===== config.mk =====
export PLATFORM = sky130hd
export DESIGN_NAME = pnrf_job_queue
export DESIGN_NICKNAME = d
export VERILOG_FILES = /design/src/pnrf_pkg.sv /design/src/pnrf_job_queue.sv
export SDC_FILE = /design/constraint.sdc
export NUM_CORES = 1
export LEC_CHECK = 0
export BUFFER_PORTS_ARGS = -buffer_cell sky130_fd_sc_hd__buf_2
export CAP_MARGIN = 20
export CORE_MARGIN = 10
export CORE_UTILIZATION = 57
export CTS_BUF_LIST = sky130_fd_sc_hd__clkbuf_8 sky130_fd_sc_hd__clkbuf_16
export DETAILED_ROUTE_END_ITERATION = 12
export GPL_TIMING_DRIVEN = 0
export PLACE_DENSITY = 0.79
export SLEW_MARGIN = 10
export SYNTH_ARGS = -nofsm -noshare
export SYNTH_HDL_FRONTEND = slang
export SYNTH_SLANG_ARGS = --single-unit

===== constraint.sdc =====
create_clock -name clock -period 5.6 [get_ports clock]
set_input_delay 0.28 -clock clock [delete_from_list [all_inputs] [get_ports clock]]
set_output_delay 0.28 -clock clock [all_outputs]
set_load 0.01 [all_outputs]

===== src/pnrf_pkg.sv =====
// Shared types and codes for the packed-nibble rectangle fill engine.
package pnrf_pkg;

   localparam logic [1:0] ACT_FILL  = 2'd0;
   localparam logic [1:0] ACT_BOX   = 2'd1;
   localparam logic [1:0] ACT_CLEAR = 2'd2;
   localparam logic [1:0] ACT_READ  = 2'd3;

   localparam int JQ_DEPTH = 4;
   localparam int JQ_PTR_W = 2;
   localparam int JQ_CNT_W = 3;

   typedef struct packed {
      logic [1:0] action;
      logic [9:0] x_left;
      logic [9:0] x_right;
      logic [9:0] y_top;
      logic [9:0] y_bottom;
      logic [3:0] color;
      logic [7:0] line_width;
   } req_type;

   typedef struct packed {
      logic [3:0] pixel_value;
      logic       in_range;
   } rsp_type;

   // One clipped rectangle (or one pixel read) for the back end.
   typedef struct packed {
      logic        is_read;
      logic        read_ok;
      logic        last;
      logic [3:0]  color;
      logic [9:0]  x0;
      logic [10:0] x1;
      logic [9:0]  y0;
      logic [10:0] y1;
   } job_type;

endpackage


===== src/pnrf_job_queue.sv =====
// Short job queue between the front end and the back end.
module pnrf_job_queue (
   input  logic             clock,
   input  logic             reset,
   input  logic             push,
   output logic             full,
   input  pnrf_pkg::job_type push_data,
   input  logic             pop,
   output logic             empty,
   output pnrf_pkg::job_type pop_data
);

   pnrf_pkg::job_type                 slot_ff [pnrf_pkg::JQ_DEPTH];
   logic [pnrf_pkg::JQ_PTR_W-1:0]     wr_ptr_ff, wr_ptr_in;
   logic [pnrf_pkg::JQ_PTR_W-1:0]     rd_ptr_ff, rd_ptr_in;
   logic [pnrf_pkg::JQ_CNT_W-1:0]     count_ff, count_in;
   logic                              do_push, do_pop;

   assign full     = (count_ff == pnrf_pkg::JQ_CNT_W'(pnrf_pkg::JQ_DEPTH));
   assign empty    = (count_ff == '0);
   assign pop_data = slot_ff[rd_ptr_ff];
   assign do_push  = push && !full;
   assign do_pop   = pop && !empty;

   always_comb begin
      wr_ptr_in = wr_ptr_ff + (do_push ? pnrf_pkg::JQ_PTR_W'(1) : pnrf_pkg::JQ_PTR_W'(0));
      rd_ptr_in = rd_ptr_ff + (do_pop ? pnrf_pkg::JQ_PTR_W'(1) : pnrf_pkg::JQ_PTR_W'(0));
      count_in  = count_ff;
      if (do_push && !do_pop) begin
         count_in = count_ff + pnrf_pkg::JQ_CNT_W'(1);
      end else if (do_pop && !do_push) begin
         count_in = count_ff - pnrf_pkg::JQ_CNT_W'(1);
      end
   end

   always_ff @(posedge clock) begin
      if (reset) begin
         wr_ptr_ff <= '0;
         rd_ptr_ff <= '0;
         count_ff  <= '0;
      end else begin
         wr_ptr_ff <= wr_ptr_in;
         rd_ptr_ff <= rd_ptr_in;
         count_ff  <= count_in;
      end
      if (do_push) begin
         slot_ff[wr_ptr_ff] <= push_data;
      end
   end

endmodule


; ---- After elaboration in Yosys (flattened, before gate mapping)
; Memory sizes are Yosys's and may differ from the RTL's. A register that Yosys moved wholly into a read port is not among the register bits.
; Index checks and enable logic that the tools add are counted.
[classes]
add_sub_neg = 4
n_eq_ne = 1
muxes = 7
reduce_logical = 10
[ops]
columns = cell, n
row1 = $mux 3, 2
row2 = $add 2x1->2, 2
row3 = $logic_and 1x1->1, 4
row4 = $logic_not 1->1, 4
row5 = $mux 1, 4
row6 = $add 3x1->3 const B, 1
row7 = $eq 3x3->1 const B, 1
row8 = $logic_not 3->1, 1
row9 = $sub 3x1->3 const B, 1
row10 = $mux 2, 1
row11 = $reduce_bool 2->1, 1
[word_totals]
ff_bits = 7
ram_bits = 196
output_inout_bits = 51
mem_count = 1
[memory_table]
columns = memory, words, word_bits, rd, rd_ports_with_merged_regs, write_ports, line_no
row1 = slot_ff, 4, 49, 1, 1, 1, pnrf_job_queue.sv:13  ; pnrf_pkg::job_type slot_ff [pnrf_pkg::JQ_DEPTH];

; ---- Logic depth before layout (Yosys ltp)
[depth]
word_depth = 7
depth_mapped = 9

; ---- Worst setup path before layout
; No wires, ideal clock.
[synth_timing]
path_kind = register -> register
start = register count_ff[0] in the netlist's numbering
end = memory slot_ff[1][0] in the netlist's numbering (enable)
setup_ns = 0.526
arrival_ns = 4.329
slack_ns = 0.744
stages_incl_launch_ff = 4
path_buffers = 0
period_less_slack_ns = 4.856
path_cell_list = dfxtp_1 > nor3b_1 > nand2b_1 > nor3b_1
[synth_via]
elab_chain_cells = 5
[synth_rtl]
columns = element, line_no
row1 = "start, declared", pnrf_job_queue.sv:16  ; logic [pnrf_pkg::JQ_CNT_W-1:0] count_ff, count_in;
row2 = "start signal, assigned", pnrf_job_queue.sv:44  ; count_ff <= count_in;
row3 = $eq 3x3->1, pnrf_job_queue.sv:19  ; assign full = (count_ff == pnrf_pkg::JQ_CNT_W'(pnrf_pkg::JQ_DEPTH));
row4 = via full, pnrf_job_queue.sv:6  ; output logic full,
row5 = $logic_not 1->1, pnrf_job_queue.sv:22  ; assign do_push = push && !full;
row6 = $logic_and 1x1->1, pnrf_job_queue.sv:22
row7 = $mux 1, pnrf_job_queue.sv:46  ; if (do_push) begin
row8 = $mux 1 (implied by the code), pnrf_job_queue.sv:47  ; slot_ff[wr_ptr_ff] <= push_data;
row9 = "end, declared", pnrf_job_queue.sv:13
; The timed path passes the listed nets, and every way through them passes these cells.

==> out/metrics.cfg <==
[place]
dpl_worst_slack_ns = 3.293
gp_congestion = 0.6640
dp.cells = 587
port_buffers = 103
hpwl_mm = 9.277

[worst_setup_path]
end_kind = primary output
r2r_setup_slack_ns = 3.32
crit_required_ns = 5.32
crit_arrival_ns = 2.12
cp-start-kind = register
cp_max_fo = 10
reg2reg_from = count_ff[0]$_SDFFE_PP0P_
rr_endpoint = count_ff[2]$_SDFFE_PP0P_
rr_worst_depth = 9
path_class = reg2out

[cts]
clk_path_buf_depth = 3
htreeDepth = 1
root_buffer = clkbuf_16
cts_setup_buffers = 0
cts_num_sinks = 203
cts_tree = done
clkLatencyLatePin_ns = 0.48
path_clk_slew_ns = 0.06
cts_buffers = 20
post_cts_resized = 0
hold_buffers = 0

[grt]
grt_pass1_vias = 3847
grt_usage = 0.1555
grt-ovfl-total = 0
grt_max_degree = 50
antenna_found_initial = 1
grt_pass1_wl_mm = 21.74

[outcome]
status = completed

[synth]
synth.ff_latch_count = 203
yosysWarnings = 0
syn_area_sq_mm = 0.007436
ys_types = 23
avgSynthCellArea_sq_um = 25.38
synth_cells = 293
seq_area_frac_synth = 0.8104
synth_nets = 350

[hold_path]
holdPathStages = 1
min_path_type = in2reg
min_to = slot_ff[2][38]$_DFFE_PP_
min_from = push_data[38]

[pwr]
power.density_mw_per_mm2 = 462.8
finalPower_w = 0.004163
power_leakage_nw = 3.121
ir_worst_vdd_mv = 0.2575

[routing]
wl_mm = 13.97
dr.pass1.iters = 6
drt_iter0_markers = 251
wire_per_inst_microns = 22.45
ant_nets = 0
num_vias = 3448
viasPerCell = 5.543
drc = 0

[floorplanning]
dieArea_sq_mm = 0.01801
rows = 41
core_sq_mm = 0.01272
io_pins = 104
fp.dieH_microns = 134.2
die_w_microns = 134.2
start_util = 0.5845

[timing]
final_max_slew_viol_count = 0
hold_viol_final = 0
worstMarginPinSlew_ns = 0.8895
finalSetupViolations = 0
fin_skew_ns = 0.01375
min_period_over_period = 0.4287
tns_ns = 0
fin_crit_ns = 2.401
relSlewSlack = 0.4044
fmax_ghz = 0.4165
timing.final.ws_setup_ns = 3.199
rsz0062_at_grt = false

[final_layout]
diodes = 0
nNetsFinal = 494
areaGrowthSynthToFinish_pct = 20.95
layoutNonFillerInstCount = 622
drive_gt1_frac = 0.4644

[run]
maxCapViolations = 0

==> layout make-up <==
cell class                 count  area (sq um)
sequential                   203          6026
fill                         827          3729
multi-input combinational     75          1321
timing repair buffer         122         714.4
clock buffer                  21         525.5
tap                          172         215.2
buffer                        12         97.59
clock inverter                14         82.58
inverter                       3         11.26
==> layer usage <==
layer	part of all wire	global-route usage	up-vias
met5	0.00086	0	-
met4	0.015	0.03386	2
met3	0.064	0.04406	23
met2	0.52	0.2721	97
met1	0.40	0.1877	1790
li1	-	-	1536
==> layout by cell type (no fill, tap or decap), types with 2 or more instances in the layout <==
master | netlist | routed
dfxtp_1 | 7 | 7
buf_12 | 2 | 2
mux4_2 | 49 | 49
clkinv_1 | 0 | 4
inv_1 | 3 | 9
clkinv_2 | 0 | 3
nor2b_1 | 2 | 2
edfxtp_1 | 196 | 196
clkbuf_1 | 3 | 3
nor2_1 | 4 | 4
ha_1 | 3 | 3
clkbuf_16 | 0 | 21
buf_2 | 4 | 107
xnor2_1 | 2 | 2
xor2_1 | 2 | 2
buf_4 | 2 | 6
buf_6 | 1 | 16
nand2b_1 | 2 | 2
nor3b_2 | 0 | 2
==> state kept, by name, summed over array words and instances (netlist names) <==
name and cells:
slot_ff 196, count_ff 3, wr_ptr_ff 2, rd_ptr_ff 2
==> worst max-delay path by stage <==
stage               cells after the start                     start                        to  slack [ns]
floorplan                               3  count_ff[0]$_SDFFE_PP0P_   slot_ff[1][0]$_DFFE_PP_        0.74
global placement                        3  count_ff[0]$_SDFFE_PP0P_  slot_ff[2][23]$_DFFE_PP_       -2.07
detailed placement                      5  count_ff[0]$_SDFFE_PP0P_  slot_ff[2][23]$_DFFE_PP_        3.29
CTS                                     4   rd_ptr_ff[1]$_SDFF_PP0_              pop_data[13]        3.16
global route                            4   rd_ptr_ff[1]$_SDFF_PP0_              pop_data[13]        3.10
finish                                  4   rd_ptr_ff[1]$_SDFF_PP0_              pop_data[13]        3.20
==> cells by family (layout without fill, tap and decap cells) <==
kind of cell / after synthesis / in the layout / share of synthesized area
buffers and inverters: 15 / 172 / 0.01464
AOI/OAI and AO/OA: 2 / 2 / 0.001345
adders and majority gates: 4 / 4 / 0.007741
DFF: 203 / 203 / 0.8104
muxes: 50 / 50 / 0.1498
xor gates and xnor gates: 4 / 4 / 0.004712
and+or+nand+nor: 15 / 15 / 0.01144
==> report_power, final <==
| group | internal, W | switching [W] | total, W |
|---|---|---|---|
| Sequential | 0.00185 | 0.0000488 | 0.00190 |
| Clock | 0.000718 | 0.000504 | 0.00122 |
| Combinational | 0.000521 | 0.000519 | 0.00104 |
| Total | 0.00309 | 0.00107 | 0.00416 |
==> critical path, stage by stage, from the launching register on <==
cell,delay (ns)
dfxtp_1,0.30
buf_2,0.14
clkbuf_1,0.60
mux4_2,0.44
buf_2,0.17
==> synth_stat cells, drive strengths merged <==
cell / count / area, sq um
xor2: 2 / 17.52
or3: 1 / 6.260
nor2b: 2 / 12.51
xnor2: 2 / 17.52
nor2: 4 / 15.01
inv: 3 / 11.26
o21ai: 1 / 5.000
a21oi: 1 / 5.000
and3: 1 / 6.260
mux2i: 1 / 10.01
clkbuf: 3 / 11.26
nor3: 2 / 10.01
fa: 1 / 20.02
buf: 9 / 86.33
ha: 3 / 37.54
edfxtp: 196 / 5886
nor3b: 3 / 22.52
dfxtp: 7 / 140.1
mux4: 49 / 1104
nand2b: 2 / 12.51
==> through the flow <==
stage / hold slack, ns / cell area (sq um) / utilization
after floorplan: 0.3491 / 7436 / -
after global placement: 0.4777 / 8167 / 0.6419
after detailed placement: 0.4962 / 8386 / 0.6591
after CTS: 0.003517 / 8994 / 0.7069
after global routing: 0.004870 / 8994 / 0.7069
final: 0.01326 / 8994 / 0.7069
No activity file was read; power rests on OpenSTA's default activity.
