**config.mk**
```make
export PLATFORM = sky130hd
export DESIGN_NAME = pnrf_front
export DESIGN_NICKNAME = d
export VERILOG_FILES = /design/src/pnrf_pkg.sv /design/src/pnrf_front.sv
export SDC_FILE = /design/constraint.sdc
export NUM_CORES = 1
export LEC_CHECK = 0
export ABC_AREA = 1
export BUFFER_PORTS_ARGS = -buffer_cell sky130_fd_sc_hd__buf_4
export CORE_ASPECT_RATIO = 1.5
export CORE_MARGIN = 2
export CORE_UTILIZATION = 39
export CTS_CLUSTER_DIAMETER = 200
export CTS_CLUSTER_SIZE = 10
export DETAILED_ROUTE_END_ITERATION = 10
export GPL_TIMING_DRIVEN = 0
export HOLD_SLACK_MARGIN = 0.08
export PLACE_DENSITY = 0.64
export SLEW_MARGIN = 40
export SYNTH_ARGS = -nofsm -noshare
export SYNTH_HDL_FRONTEND = slang
export SYNTH_SLANG_ARGS = --single-unit
export TNS_END_PERCENT = 20
```
**constraint.sdc**
```tcl
create_clock -name clock -period 4.7 [get_ports clock]
set_input_delay 0.94 -clock clock [delete_from_list [all_inputs] [get_ports clock]]
set_output_delay 0.94 -clock clock [all_outputs]
set_load 0.01 [all_outputs]
```
**src/pnrf_pkg.sv**
```systemverilog
// Shared types and codes for the packed-nibble rectangle fill engine.
package pnrf_pkg;

   localparam logic [1:0] ACT_FILL  = 2'd0;
   localparam logic [1:0] ACT_BOX   = 2'd1;
   localparam logic [1:0] ACT_CLEAR = 2'd2;
   localparam logic [1:0] ACT_READ  = 2'd3;

   localparam int JQ_DEPTH = 4;
   localparam int JQ_PTR_W = 2;
   localparam int JQ_CNT_W = 3;

   typedef struct packed {
      logic [1:0] action;
      logic [9:0] x_left;
      logic [9:0] x_right;
      logic [9:0] y_top;
      logic [9:0] y_bottom;
      logic [3:0] color;
      logic [7:0] line_width;
   } req_type;

   typedef struct packed {
      logic [3:0] pixel_value;
      logic       in_range;
   } rsp_type;

   // One clipped rectangle (or one pixel read) for the back end.
   typedef struct packed {
      logic        is_read;
      logic        read_ok;
      logic        last;
      logic [3:0]  color;
      logic [9:0]  x0;
      logic [10:0] x1;
      logic [9:0]  y0;
      logic [10:0] y1;
   } job_type;

endpackage

```
**src/pnrf_front.sv**
```systemverilog
// Front end: accept requests and break them into clipped rectangle jobs.
module pnrf_front #(
   parameter int SCREEN_WIDTH  = 320,
   parameter int SCREEN_HEIGHT = 240
) (
   input  logic             clock,
   input  logic             reset,
   input  logic             req_push,
   output logic             req_full,
   input  pnrf_pkg::req_type req_payload,
   input  logic [3:0]       background_color,
   output logic             job_push,
   input  logic             job_full,
   output pnrf_pkg::job_type job_data
);

   localparam logic [10:0] W_LIM = 11'(SCREEN_WIDTH);
   localparam logic [10:0] H_LIM = 11'(SCREEN_HEIGHT);

   localparam logic [1:0] BAND_TOP    = 2'd0;
   localparam logic [1:0] BAND_BOTTOM = 2'd1;
   localparam logic [1:0] BAND_LEFT   = 2'd2;
   localparam logic [1:0] BAND_RIGHT  = 2'd3;

   logic              busy_ff, busy_in;
   logic [1:0]        phase_ff, phase_in;
   pnrf_pkg::req_type cmd_ff, cmd_in;

   logic [10:0] xl_e, xr_e, yt_e, yb_e, w_e;

   function automatic logic [10:0] clip_val(input logic [10:0] v, input logic [10:0] lim);
      return (v < lim) ? v : lim;
   endfunction

   assign xl_e = {1'b0, cmd_ff.x_left};
   assign xr_e = {1'b0, cmd_ff.x_right};
   assign yt_e = {1'b0, cmd_ff.y_top};
   assign yb_e = {1'b0, cmd_ff.y_bottom};
   assign w_e  = {3'b000, cmd_ff.line_width};

   always_comb begin
      job_data         = '0;
      job_data.color   = cmd_ff.color;
      job_data.last    = 1'b1;
      unique case (cmd_ff.action)
         pnrf_pkg::ACT_FILL: begin
            job_data.x0 = cmd_ff.x_left;
            job_data.x1 = clip_val(xr_e, W_LIM);
            job_data.y0 = cmd_ff.y_top;
            job_data.y1 = clip_val(yb_e, H_LIM);
         end
         pnrf_pkg::ACT_BOX: begin
            job_data.last = (phase_ff == BAND_RIGHT);
            unique case (phase_ff)
               BAND_TOP: begin
                  job_data.x0 = cmd_ff.x_left;
                  job_data.x1 = clip_val(xr_e, W_LIM);
                  job_data.y0 = cmd_ff.y_top;
                  job_data.y1 = clip_val(yt_e + w_e, H_LIM);
               end
               BAND_BOTTOM: begin
                  job_data.x0 = cmd_ff.x_left;
                  job_data.x1 = clip_val(xr_e, W_LIM);
                  job_data.y0 = cmd_ff.y_bottom;
                  job_data.y1 = clip_val(yb_e + w_e, H_LIM);
               end
               BAND_LEFT: begin
                  job_data.x0 = cmd_ff.x_left;
                  job_data.x1 = clip_val(xl_e + w_e, W_LIM);
                  job_data.y0 = cmd_ff.y_top;
                  job_data.y1 = clip_val(yb_e, H_LIM);
               end
               BAND_RIGHT: begin
                  // right edge runs down past the bottom by the line width
                  job_data.x0 = cmd_ff.x_right;
                  job_data.x1 = clip_val(xr_e + w_e, W_LIM);
                  job_data.y0 = cmd_ff.y_top;
                  job_data.y1 = clip_val(yb_e + w_e, H_LIM);
               end
            endcase
         end
         pnrf_pkg::ACT_CLEAR: begin
            job_data.x0 = '0;
            job_data.x1 = W_LIM;
            job_data.y0 = '0;
            job_data.y1 = H_LIM;
         end
         pnrf_pkg::ACT_READ: begin
            job_data.is_read = 1'b1;
            job_data.read_ok = (xl_e < W_LIM) && (yt_e < H_LIM);
            job_data.x0      = cmd_ff.x_left;
            job_data.y0      = cmd_ff.y_top;
         end
      endcase
   end

   assign req_full = busy_ff;
   assign job_push = busy_ff && !job_full;

   always_comb begin
      busy_in  = busy_ff;
      phase_in = phase_ff;
      cmd_in   = cmd_ff;
      if (job_push) begin
         if (job_data.last) begin
            busy_in = 1'b0;
         end else begin
            phase_in = phase_ff + 2'd1;
         end
      end
      if (req_push && !busy_ff) begin
         busy_in  = 1'b1;
         phase_in = BAND_TOP;
         cmd_in   = req_payload;
         // latch the clear color now; it cannot change while a request is open
         if (req_payload.action == pnrf_pkg::ACT_CLEAR) begin
            cmd_in.color = background_color;
         end
      end
   end

   always_ff @(posedge clock) begin
      if (reset) begin
         busy_ff  <= 1'b0;
         phase_ff <= BAND_TOP;
      end else begin
         busy_ff  <= busy_in;
         phase_ff <= phase_in;
      end
      cmd_ff <= cmd_in;
   end

endmodule

```
# After elaboration in Yosys (flattened, before gate mapping)
# Index checks and enable logic that the tools add are counted.
[classes] add_sub_neg=5 order_cmp=8 n_mux=17 n_eq_ne=7 bitwise=1 n_reduce_logical=13
[ops] operator="42-bit one-hot mux with 4 select lines" count=1
[ops] operator="11-bit one-hot mux with 3 select lines" count=2
[ops] operator="10-bit one-hot mux with 3 select lines" count=2
[ops] operator="10-bit by 8-bit adder with 11-bit output" count=4
[ops] operator="11-bit two-way mux" count=4
[ops] operator="11-bit by 8-bit < comparator with 1-bit output, second input constant" count=2
[ops] operator="11-bit by 9-bit < comparator with 1-bit output, second input constant" count=2
[ops] operator="10-bit by 8-bit < comparator with 1-bit output, second input constant" count=2
[ops] operator="10-bit by 9-bit < comparator with 1-bit output, second input constant" count=2
[ops] operator="10-bit two-way mux" count=2
[ops] operator="2-bit equality test, second input constant" count=5
[ops] operator="2-bit by 1-bit equality test with 1-bit output, second input constant" count=2
[ops] operator="2-bit zero test" count=2
[ops] operator="1-bit two-way mux" count=4
[ops] operator="4-bit two-way mux" count=1
[ops] operator="2-bit AND reduction" count=2
[ops] operator="2-bit nonzero test" count=2
[ops] operator="2-bit OR reduction" count=2
[ops] operator="1-bit logical AND" count=3
[ops] operator="2-bit by 1-bit adder with 2-bit output, second input constant" count=1
[ops] operator="1-bit zero test" count=2
[ops] operator="2-bit two-way mux" count=1
[ops] operator="1-bit inverter" count=1
[word_totals] wordCells=60 inputBits=62 output_inout_bits=51 ff_bits=57

# Logic depth before layout (Yosys ltp)
# Gate-level depths: netlist (run 1).
[logic_depth] word_depth=5 mapped_depth=16 depth_no_buf=16

# Worst setup path before layout (run 1)
# Ideal clock, no wire load.
[synth_timing] path_type="input-to-reg" from="input port req_push" to="register cmd_ff[0] in the netlist's numbering, enable pin" n_path_buf=0 setup_time_ns=0.467 cell_stages=2 setup_slack_ns=0.967 t_required_ns=4.233 t_arrival_ns=3.266 path_cell_list="inv_1 > nor2_1"
[synth_between] elab_chain_len=1
[synth_rtl] element="start: declaration" line="pnrf_front.sv:8" rtl="input logic req_push,"
[synth_rtl] element="1-bit logical AND" line="pnrf_front.sv:111" rtl="if (req_push && !busy_ff) begin"
[synth_rtl] element="end signal: assignment" line="pnrf_front.sv:130" rtl="cmd_ff <= cmd_in;"
[synth_rtl] element="end: declaration" line="pnrf_front.sv:27" rtl="pnrf_pkg::req_type cmd_ff, cmd_in;"
# No other way between the ends.
# A chain may end at the register's enable or synchronous reset.

==> results_dict.tcl, run 1 <==
set metrics [dict create \
    synth_top_family_by_area "simple AND/OR/NAND/NOR gates" \
    timing.reg2reg.worst_path_depth 9 \
    htree_depth 3 \
    number_of_antenna_violations_at_the_first_check_in_global_routing 0 \
    critical_path_arrival_ns 2.93 \
    slowest_stage "sky130_fd_sc_hd__edfxtp_1" \
    post_synth_mux_area_share_pct 0.9066 \
    die_h_um 142.2 \
    cap_viol_max_count 0 \
    status "complete, no violations" \
    reg2reg_setup_slack_ns 2.64 \
    timing.rr.start "cmd_ff[53]" \
    detailedPlacementHpwl_um 12260 \
    timing_worst_slew_pin_value_ns 0.7084 \
    clk_pin_slew_worst_paths_ns 0.05 \
    cpMostUsedCell "sky130_fd_sc_hd__nand2_1" \
    grt_first_pass_wirelength_um 22800 \
    dr_wl_met3_um 858 \
    worstSkewPairLatency_ns 0.33 \
    insertedDiodeCount 0 \
    synth_compound_gate_area_share_pct 11.16 \
    finalCritPeriodShare_pct 82.28 \
    final_area_um2 6396 \
    footprint_of_the_multi_input_gates_um2 2826 \
    clockBufferDepth 2 \
    fin_crit_ns 3.867 \
    fill_cells 1227 \
    final.setup_skew_ns 0.003754 \
    setup.worst_path.end_class "output pin" \
    max_used_layer "met4" \
    timing.max_slew.rel_slack_pct 52.77 \
    netlist.top_cell.by_area "sky130_fd_sc_hd__edfxtp_1" \
    wirelength_um 15070 \
    postSynthRegisterBits 57 \
    drv_slew 0 \
    ys_async_sr_fraction_pct 0 \
    final_core_density_pct 51.38 \
    maxClockFrequency_mhz 258.6 \
    cellPowerDensity_nw_per_um2 302.7 \
    seq_area_um2 1682 \
    synth.distinct_cells 47 \
    termination_of_the_worst_setup_path "job_data[6]" \
    drtAntennaViolNets 0 \
    sum_neg_setup_slack_ns 0 \
    core.rowCount 50 \
    drcViolationCount 0 \
    synth-simple-area-share_pct 30.14 \
    grt_remaining_overflow 0 \
    vias_in_the_first_global_route 4829 \
    drt-pass1-iter-count 5 \
    hold_violations 0 \
    initial_core_util_pct 39.91 \
    total_of_endpoints_with_negative_setup_slack_in_the_final_report 0 \
    yosys.area_share.adder_pct 11.68 \
    pin_count 113 \
    dieArea_um2 13680 \
    port_buffers 107 \
    ys.warnings.count 0 \
    syn-cell-area_um2 4969 \
    tritoncts.num_buffers 9 \
    routed-via-count 4911 \
    synthFlopType "sky130_fd_sc_hd__edfxtp_1" \
    ir_drop_mv 0.2104 \
    cts_root_buf "sky130_fd_sc_hd__clkbuf_16" \
    netlist_top_cells_area "sky130_fd_sc_hd__edfxtp_1 33%, sky130_fd_sc_hd__nand2_1 12%, sky130_fd_sc_hd__ha_1 10%, sky130_fd_sc_hd__inv_1 7.0%, sky130_fd_sc_hd__nand3_1 6.8%" \
    largest_net_degree_at_the_start_of_global_routing 24 \
    crit_path_max_fanout 8 \
    synth_xor_xnor_area_share_pct 2.468 \
    place.gp.congestion 0.9448 \
    cts.sink_count 57 \
    cts_hold_repair.buffers 0 \
    worst_path_required_ns 3.76 \
    worst-setup-path-type "reg2out" \
    critical-path-max-stage-delay_ns 0.71 \
    postCtsSetupBuffers 0 \
    start_kind "flip-flop" \
    critical_path.reg2reg.endpoint "phase_ff[1]" \
    timing.hold.worst.class "reg2reg" \
    synth_edf_count 54 \
    synthCells 656 \
    power.static_leakage_nw 3.114 \
    route.detailed.wl_per_inst_um 16.02 \
    core_um2 12450 \
    m1WireLength_um 5793 \
    areaGrowthSynthToFinish_pct 28.73 \
    critical_path.cell_chain "inv_1 -> fa_1 -> inv_1 -> nand3_1 -> nand2_1 -> or2_1 -> nand2_1 -> nor2_2 -> nand3_4 -> nand4_1 -> nand2_1 -> nand2_1 -> nand2_1 -> a21oi_2 -> buf_4" \
    vias_per_cell 5.219 \
    grt_setup_unrepaired "false" \
    crit_start "cmd_ff[1]" \
    globalRouteTotalUtil_pct 22.40 \
    cts_tree "yes" \
    place_area_um2 6032 \
    fp.dieW_um 96.16 \
    finish.net_count 886 \
    post_synth.cell_area_avg_um2 7.574 \
    portion_of_synthesized_cell_area_occupied_by_the_leading_cell_type_pct 32.64 \
    share_of_synthesized_area_occupied_by_flip_flops_and_latches_pct 33.85 \
    met2_length_um 7584 \
    drt_first_iter_violations 260 \
    cts-resized-gates 0 \
    final_layout_size_suffix_gt1_share_pct 23.18 \
]
cell type report:
class                      count  share of cell area, %
buffer                        19                  1.800
tap                          156                  3.052
sequential                    57                  26.29
inverter                      98                  5.751
multi-input combinational    486                  44.19
timing repair buffer         109                  13.22
clock inverter                 4                  1.526
clock buffer                  12                  4.167
flip-flops by register name (all words and copies together) (netlist names):
name / cells
phase_ff: 2
cmd_ff: 50
req_full: 1
job_data: 4
worst max-delay path: cells and delay by family, from the launching register on:
family	cells	cell delay [ns]
DFF	1	0.71
and+or+nand+nor	10	0.92
adders and majority gates	1	0.43
AOI/OAI and AO/OA	1	0.13
buffers and inverters	3	0.39
cells in the mapped netlist (4+ instances only):
cell,n
sky130_fd_sc_hd__a21oi_1,46
sky130_fd_sc_hd__nand4_1,19
sky130_fd_sc_hd__xnor2_1,6
sky130_fd_sc_hd__nand3_1,68
sky130_fd_sc_hd__buf_4,10
sky130_fd_sc_hd__fa_1,4
sky130_fd_sc_hd__mux2_2,4
sky130_fd_sc_hd__o21ai_1,5
sky130_fd_sc_hd__nor2_1,39
sky130_fd_sc_hd__o21ai_0,21
sky130_fd_sc_hd__nand2_2,15
sky130_fd_sc_hd__o22ai_1,5
sky130_fd_sc_hd__inv_2,4
sky130_fd_sc_hd__o32ai_1,5
sky130_fd_sc_hd__clkbuf_1,4
sky130_fd_sc_hd__a21oi_2,6
sky130_fd_sc_hd__nor3_1,6
sky130_fd_sc_hd__ha_1,40
sky130_fd_sc_hd__nand2_1,163
sky130_fd_sc_hd__buf_2,4
sky130_fd_sc_hd__inv_1,93
sky130_fd_sc_hd__edfxtp_1,54
per-stage QoR:
stage	hold slack (ns)	instances	power, mW	setup WS [ns]
floorplan	0.4730	660	0.9610	0.9674
global placement	0.4865	923	1.134	-0.03408
detailed placement	0.5068	925	1.148	1.162
CTS	0.5180	941	1.948	0.8044
global route	0.5448	941	2.036	0.5377
finish	0.5172	941	1.936	0.8330
cells by family (layout without fill, tap and decap cells):
logic type / count (synthesis) / count (layout)
fa+ha+maj: 44 / 44
simple gates: 325 / 325
xor+xnor: 11 / 11
compound gates: 97 / 97
other cells: 1 / 5
mux: 4 / 4
flops: 57 / 57
buf+inv: 117 / 242
worst min path at each step:
| stage | endpoint | slack, ns | cells past startpoint | start |
|---|---|---|---|---|
| 6_report | phase_ff[0] | 0.52 | 2 | phase_ff[0] |
| 3_5_place_dp | phase_ff[0] | 0.51 | 2 | phase_ff[0] |
| 3_3_place_gp | req_full | 0.49 | 2 | req_full |
| 5_1_grt | phase_ff[0] | 0.54 | 2 | phase_ff[0] |
| 4_1_cts | phase_ff[0] | 0.52 | 2 | phase_ff[0] |
| 2_1_floorplan | phase_ff[0] | 0.47 | 2 | phase_ff[0] |
metal layers:
metal | vias to the layer above | track usage, %
met5 | - | 0
met4 | 0 | 13.68
met3 | 43 | 4.290
met2 | 179 | 38.78
met1 | 2241 | 24.63
li1 | 2448 | -
report_power, final:
part | switching (mW) | internal, mW | total (mW)
Combinational | 0.297 | 0.212 | 0.509
Clock | 0.234 | 0.561 | 0.795
Sequential | 0.0374 | 0.595 | 0.632
placed cells by master (no fill, tap or decap), types with 3 or more instances in the layout:
cell                          n
sky130_fd_sc_hd__o21ai_0     21
sky130_fd_sc_hd__inv_2        4
sky130_fd_sc_hd__xnor2_1      6
sky130_fd_sc_hd__dfxtp_1      3
sky130_fd_sc_hd__nor2_1      38
sky130_fd_sc_hd__nand2_1    163
sky130_fd_sc_hd__bufinv_16    3
sky130_fd_sc_hd__edfxtp_1    54
sky130_fd_sc_hd__nand2_2     15
sky130_fd_sc_hd__fa_1         4
sky130_fd_sc_hd__mux2_2       4
sky130_fd_sc_hd__buf_4      117
sky130_fd_sc_hd__buf_2        4
sky130_fd_sc_hd__o22ai_1      5
sky130_fd_sc_hd__ha_1        40
sky130_fd_sc_hd__o32ai_1      5
sky130_fd_sc_hd__a21oi_2      6
sky130_fd_sc_hd__a21oi_1     46
sky130_fd_sc_hd__clkbuf_1     4
sky130_fd_sc_hd__clkbuf_8     3
sky130_fd_sc_hd__inv_1       93
sky130_fd_sc_hd__clkbuf_16    9
sky130_fd_sc_hd__nor3_1       6
sky130_fd_sc_hd__nand3_1     68
sky130_fd_sc_hd__o21ai_1      5
sky130_fd_sc_hd__conb_1       5
sky130_fd_sc_hd__nand4_1     19
sky130_fd_sc_hd__xor2_1       3
No activity file was read; power rests on OpenSTA's default activity.
==> inputs of run 2 (changes only) <==
--- a/config.mk
+++ b/config.mk
@@ -5,7 +5,7 @@
 export SDC_FILE = /design/constraint.sdc
 export NUM_CORES = 1
 export LEC_CHECK = 0
-export ABC_AREA = 1
+export ABC_AREA = 0
 export BUFFER_PORTS_ARGS = -buffer_cell sky130_fd_sc_hd__buf_4
 export CORE_ASPECT_RATIO = 1.5
 export CORE_MARGIN = 2
@@ -15,7 +15,7 @@
 export DETAILED_ROUTE_END_ITERATION = 10
 export GPL_TIMING_DRIVEN = 0
 export HOLD_SLACK_MARGIN = 0.08
-export PLACE_DENSITY = 0.64
+export PLACE_DENSITY = 0.67
 export SLEW_MARGIN = 40
 export SYNTH_ARGS = -nofsm -noshare
 export SYNTH_HDL_FRONTEND = slang
==> constraint.sdc (replaced) <==
create_clock -name clock -period 3.11 [get_ports clock]
set_input_delay 0.622 -clock clock [delete_from_list [all_inputs] [get_ports clock]]
set_output_delay 0.622 -clock clock [all_outputs]
set_load 0.01 [all_outputs]
==> results_dict.tcl, run 2 <==
set metrics [dict create \
    worst_path_required_ns 2.49 \
    final.setup_skew_ns 0.005369 \
    hold_violations 0 \
    finalNonFillerCells 778 \
    tritoncts.num_buffers 9 \
    drt_first_iter_violations 383 \
    globalRouteTotalUtil_pct 24.13 \
    largest_net_degree_at_the_start_of_global_routing 24 \
    cellPowerDensity_nw_per_um2 414.8 \
    timing.hold.worst.class "in2reg" \
    dieArea_um2 12990 \
    dr_wl_met3_um 960 \
    synthCells 475 \
    drv_slew 0 \
    share_seq_of_total_power_pct 34.9 \
    power.clock.fraction_pct 33.3 \
    largest_register_ffs 50 \
    reg2reg_setup_slack_ns 1.18 \
    violations "setup timing" \
    timing.reg2reg.worst_path_depth 7 \
    cts_hold_repair.buffers 0 \
    timing_worst_slew_pin_value_ns 0.8119 \
    critical_path_arrival_ns 3.17 \
    most-common-layout-cells "134 x sky130_fd_sc_hd__buf_4, 54 x sky130_fd_sc_hd__edfxtp_1, 35 x sky130_fd_sc_hd__a21oi_1" \
    final_area_um2 6598 \
    total_of_endpoints_with_negative_setup_slack_in_the_final_report 27 \
    cts.sink_count 57 \
    routed-via-count 4585 \
    met2_length_um 7827 \
    pin_count 113 \
    synth_edf_count 54 \
    cap_viol_max_count 0 \
    areaGrowthSynthToFinish_pct 40.05 \
    core_um2 11890 \
    ys_async_sr_fraction_pct 0 \
    timing.max_slew.rel_slack_pct 45.67 \
    synth.distinct_cells 77 \
    maxClockFrequency_mhz 263.8 \
    die_h_um 138.6 \
    timing.rr.start "cmd_ff[53]" \
    mostFrequentLayoutCell "sky130_fd_sc_hd__buf_4" \
    netlist_top_cells_area "sky130_fd_sc_hd__edfxtp_1 34%, sky130_fd_sc_hd__ha_1 11%, sky130_fd_sc_hd__a21oi_1 4.0%, sky130_fd_sc_hd__a22o_1 3.7%, sky130_fd_sc_hd__xnor2_1 2.4%" \
    fin_crit_ns 3.790 \
    place_area_um2 5771 \
    number_of_antenna_violations_at_the_first_check_in_global_routing 0 \
    final_layout_size_suffix_gt1_share_pct 37.76 \
    switching_share_pct 32.47 \
    critical_path.reg2reg.endpoint "phase_ff[1]" \
    grt_first_pass_wirelength_um 24130 \
    share_of_synthesized_area_occupied_by_flip_flops_and_latches_pct 35.70 \
    final_core_density_pct 55.47 \
    finalCritPeriodShare_pct 121.9 \
    m1WireLength_um 6176 \
    htree_depth 3 \
    route.detailed.wl_per_inst_um 20.09 \
    status "finished, violations left" \
    start_kind "flip-flop" \
    power.static_leakage_nw 2.562 \
    insertedDiodeCount 0 \
    hold-worst-slack_ns 0.4647 \
    postSynthRegisterBits 57 \
    place.gp.congestion 0.9457 \
    detailedPlacementHpwl_um 11600 \
    ir_drop_mv 0.3915 \
    drt-pass1-iter-count 5 \
    core.rowCount 49 \
    ys.warnings.count 0 \
    grt_setup_unrepaired "true" \
    drtAntennaViolNets 0 \
    syn-cell-area_um2 4711 \
    crit_start "cmd_ff[0]" \
    clockBufferDepth 2 \
    yosysMostFrequentCell "sky130_fd_sc_hd__edfxtp_1" \
    combinationalPowerShare_pct 31.8 \
    crit_path_max_fanout 4 \
    portion_of_synthesized_cell_area_occupied_by_the_leading_cell_type_pct 34.42 \
    worstHoldStart "req_payload[37]" \
    drcViolationCount 0 \
    finish.net_count 726 \
    vias_per_cell 5.893 \
    netlist.top_cell.by_area "sky130_fd_sc_hd__edfxtp_1" \
    dp_worst_setup_slack_ns -0.7616 \
    whs_path_depth 1 \
    p_sw_mw 0.8886 \
    clk_pin_slew_worst_paths_ns 0.06 \
    max_used_layer "met4" \
    setup.worst_path.end_class "output pin" \
    sum_neg_setup_slack_ns -10.14 \
    post_synth.cell_area_avg_um2 9.917 \
    largest_register "cmd_ff" \
    report.power.total_mw 2.737 \
    whs_endpoint "cmd_ff[37]" \
    crit_path_setup_slack_layout_ns -0.6804 \
    initial_core_util_pct 39.61 \
    ys_top_cells_by_count "54 x sky130_fd_sc_hd__edfxtp_1, 40 x sky130_fd_sc_hd__ha_1, 38 x sky130_fd_sc_hd__a21oi_1, 29 x sky130_fd_sc_hd__nor2_1, 20 x sky130_fd_sc_hd__a22o_1" \
    cts_root_buf "sky130_fd_sc_hd__clkbuf_16" \
    wirelength_um 15630 \
    synthFlopType "sky130_fd_sc_hd__edfxtp_1" \
    fp.dieW_um 93.74 \
    cell_internal_pwr_mw 1.848 \
    worstSkewPairLatency_ns 0.33 \
    port_buffers 107 \
    worst-setup-path-type "reg2out" \
    placed_cells_incl_taps 741 \
    grt_remaining_overflow 0 \
    cts_tree "yes" \
    vias_in_the_first_global_route 4613 \
]
run 2: changes by cell type after synthesis, sizes merged, moves of 10 or more:
cell    previous run  this run
a211oi             1        14
a21oi             52        39
a22o               0        20
a32oi              0        10
inv               97        16
nand2            179        18
nand3             72        14
nand4             20         1
nor2              42        30
o21ai             26        16
or3                0        13
run 2: layer usage:
layer / track usage (%) / vias up
li1: - / 2143
met1: 30.08 / 2181
met2: 40.75 / 215
met3: 3.641 / 46
met4: 10.83 / 0
met5: 0 / -
run 2: cell families (layout without fill, tap and decap cells):
group / count (synthesis) / after routing / synth area share, %
flip-flops: 57 / 57 / 35.70
buffers and inverters: 41 / 187 / 4.010
adder cells (fa/ha/maj): 44 / 44 / 12.32
other: 1 / 5 / 0.07960
AO/OA/AOI/OAI: 175 / 175 / 27.44
multiplexers: 6 / 6 / 1.408
AND/OR/NAND/NOR: 126 / 126 / 14.40
XOR/XNOR: 25 / 25 / 4.648
run 2: area by class of cell:
class / instances / area, µm²
multi-input combinational: 381 / 3239
clock buffer: 9 / 225.2
tap: 153 / 191.4
timing repair buffer: 130 / 1023
fill: 1064 / 5296
buffer: 25 / 130.1
inverter: 16 / 60.06
clock inverter: 7 / 46.29
sequential: 57 / 1682
run 2: repair_timing:
action	CTS	global route
resized for setup	39	31
pin swaps	22	14
cloned	0	0
buffers inserted	15	6
endpoints found under the setup margin	31	37
run 2: worst max-delay path by stage:
| stage | slack, ns | endpoint |
|---|---|---|
| CTS | -0.62 | job_data[6] |
| finish | -0.68 | job_data[21] |
| floorplan | -0.10 | job_data[26] |
| global route | -0.74 | job_data[21] |
| global placement | -0.69 | job_data[24] |
| detailed placement | -0.76 | job_data[24] |
run 2: critical path: stages (launching register included):
cell and delay (ns):
sky130_fd_sc_hd__edfxtp_1 0.44, sky130_fd_sc_hd__buf_6 0.17, sky130_fd_sc_hd__ha_4 0.16, sky130_fd_sc_hd__fa_2 0.37
sky130_fd_sc_hd__a21oi_4 0.17, sky130_fd_sc_hd__o211ai_1 0.23, sky130_fd_sc_hd__nor4_2 0.31, sky130_fd_sc_hd__a311oi_4 0.10
sky130_fd_sc_hd__a31oi_4 0.30, sky130_fd_sc_hd__o211ai_1 0.16, sky130_fd_sc_hd__a211oi_2 0.27, sky130_fd_sc_hd__buf_4 0.17
run 2: power groups by stage:
stage	logic, mW	registers [mW]	clock network (mW)
floorplan	0.485	0.947	0
global placement	0.709	0.979	0
detailed placement	0.731	0.977	0
CTS	0.804	0.952	0.923
global route	0.940	0.960	0.958
finish	0.870	0.955	0.912
==> inputs of run 3 (changes only) <==
--- a/config.mk
+++ b/config.mk
@@ -15,8 +15,8 @@
 export DETAILED_ROUTE_END_ITERATION = 10
 export GPL_TIMING_DRIVEN = 0
 export HOLD_SLACK_MARGIN = 0.08
-export PLACE_DENSITY = 0.67
-export SLEW_MARGIN = 40
+export PLACE_DENSITY = 0.64
+export SLEW_MARGIN = 20
 export SYNTH_ARGS = -nofsm -noshare
 export SYNTH_HDL_FRONTEND = slang
 export SYNTH_SLANG_ARGS = --single-unit
==> constraint.sdc (replaced) <==
create_clock -name clock -period 4 [get_ports clock]
set_input_delay 0.8 -clock clock [delete_from_list [all_inputs] [get_ports clock]]
set_output_delay 0.8 -clock clock [all_outputs]
set_load 0.01 [all_outputs]
==> results_dict.tcl, run 3 (synthesized netlist as in run 2, its figures left out) <==
set metrics [dict create \
    status "complete, no violations" \
    timing.rr.start "cmd_ff[53]" \
    maxClockFrequency_mhz 252.3 \
    final_layout_size_suffix_gt1_share_pct 33.87 \
    worstHoldStart "req_full" \
    fp.dieW_um 93.74 \
    final.setup_skew_ns 0.006539 \
    place.gp.congestion 0.9444 \
    grt_setup_unrepaired "true" \
    initial_core_util_pct 39.61 \
    detailedPlacementHpwl_um 11550 \
    grt_remaining_overflow 0 \
    pin_count 113 \
    most-common-layout-cells "129 x sky130_fd_sc_hd__buf_4, 54 x sky130_fd_sc_hd__edfxtp_1, 37 x sky130_fd_sc_hd__a21oi_1" \
    placed_cells_incl_taps 741 \
    grt_first_pass_wirelength_um 23550 \
    total_of_endpoints_with_negative_setup_slack_in_the_final_report 0 \
    report.power.total_mw 2.085 \
    fill_cells 1124 \
    fin_crit_ns 3.963 \
    largest_register_ffs 50 \
    vias_in_the_first_global_route 4485 \
    largest_register "cmd_ff" \
    route.detailed.wl_per_inst_um 19.40 \
    crit_start "cmd_ff[0]" \
    clockBufferDepth 2 \
    crit_path_max_fanout 8 \
    cts_root_buf "sky130_fd_sc_hd__clkbuf_16" \
    ir_drop_mv 0.2657 \
    tritoncts.num_buffers 9 \
    critical_path_arrival_ns 3.16 \
    drcViolationCount 0 \
    wirelength_um 14990 \
    cap_viol_max_count 0 \
    core_um2 11890 \
    hold_violations 0 \
    cts_tree "yes" \
    drt_first_iter_violations 360 \
    insertedDiodeCount 0 \
    port_buffers 107 \
    reg2reg_setup_slack_ns 2.04 \
    finish.net_count 721 \
    timing_worst_slew_pin_value_ns 0.8104 \
    timing.hold.worst.class "reg2reg" \
    timing.max_slew.rel_slack_pct 45.78 \
    final_core_density_pct 53.24 \
    drt-pass1-iter-count 5 \
    start_kind "flip-flop" \
    power.static_leakage_nw 2.503 \
    htree_depth 3 \
    drv_slew 0 \
    dieArea_um2 12990 \
    largest_net_degree_at_the_start_of_global_routing 28 \
    sum_neg_setup_slack_ns 0 \
    finalCritPeriodShare_pct 99.09 \
    areaGrowthSynthToFinish_pct 34.42 \
    worstSkewPairLatency_ns 0.33 \
    mostFrequentLayoutCell "sky130_fd_sc_hd__buf_4" \
    worst_path_required_ns 3.20 \
    die_h_um 138.6 \
    cts.sink_count 57 \
    setup.worst_path.end_class "output pin" \
    core.rowCount 49 \
    clk_pin_slew_worst_paths_ns 0.06 \
    routed-via-count 4455 \
    drtAntennaViolNets 0 \
    worst-setup-path-type "reg2out" \
    cellPowerDensity_nw_per_um2 329.3 \
    finalNonFillerCells 773 \
    vias_per_cell 5.763 \
    number_of_antenna_violations_at_the_first_check_in_global_routing 0 \
    globalRouteTotalUtil_pct 23.32 \
]
## run 3: changes by cell type in the layout (fill, tap and decap cells not counted), moves of 3 or more
cell / before / now
sky130_fd_sc_hd__buf_4: 134 / 129
sky130_fd_sc_hd__o22ai_2: 3 / 0
sky130_fd_sc_hd__ha_1: 32 / 36
sky130_fd_sc_hd__ha_4: 5 / 1
sky130_fd_sc_hd__o22ai_1: 1 / 4
## run 3: what timing repair did
action,in CTS,in global routing
buffers inserted,5,11
hold buffers,0,0
pin swaps,11,13
setup endpoints to repair,17,17
resized for setup,17,21
## run 3: routing by layer
metal  vias to the layer above  GRT usage [%]  routed length [µm]
met1                      2122          29.57                6080
met2                       168          39.32                7622
met4                         0          10.07                 515
met5                         -              0                   0
li1                       2137              -                   -
met3                        28          3.043                 776
## run 3: through the flow
stage               setup slack (ns)  area (µm²)  hold slack (ns)
global route                 -0.1045        6332           0.6009
finish                       0.03657        6332           0.5567
CTS                         0.004543        6137           0.5607
floorplan                     0.2740        4726           0.5335
detailed placement           0.04923        5776           0.5551
global placement             -0.8680        5720           0.5099
## run 3: worst max-delay path, cell delays in order (launching register included)
cell,delay [ns]
sky130_fd_sc_hd__edfxtp_1,0.48
sky130_fd_sc_hd__buf_6,0.18
sky130_fd_sc_hd__ha_2,0.21
sky130_fd_sc_hd__fa_2,0.42
sky130_fd_sc_hd__a211oi_2,0.19
sky130_fd_sc_hd__nor2_1,0.10
sky130_fd_sc_hd__o31a_1,0.26
sky130_fd_sc_hd__o21ai_0,0.15
sky130_fd_sc_hd__o211a_2,0.29
sky130_fd_sc_hd__and4_1,0.24
sky130_fd_sc_hd__o32ai_2,0.12
sky130_fd_sc_hd__buf_4,0.19
## run 3: path summary, 6_finish.rpt
check | depth (start not counted) | end
min | 2 | req_full
min reg2reg | 2 | req_full
max | 11 | job_data[7]
max reg2reg | 7 | phase_ff[1]
## run 3: area by class of cell
type	instances	area, µm²	area share (%)
Buffer	25	128.9	2.035
Timing Repair Buffer	125	982.2	15.51
Clock inverter	7	46.29	0.7311
Tap cell	153	191.4	3.023
Sequential cell	57	1682	26.56
Clock buffer	9	225.2	3.557
Inverter	16	60.06	0.9484
Multi-Input combinational cell	381	3017	47.64
## run 3: power by group
group	switching (mW)	total [mW]	internal, mW
clock network	0.300	0.717	0.417
logic	0.323	0.622	0.299
registers	0.0466	0.745	0.699
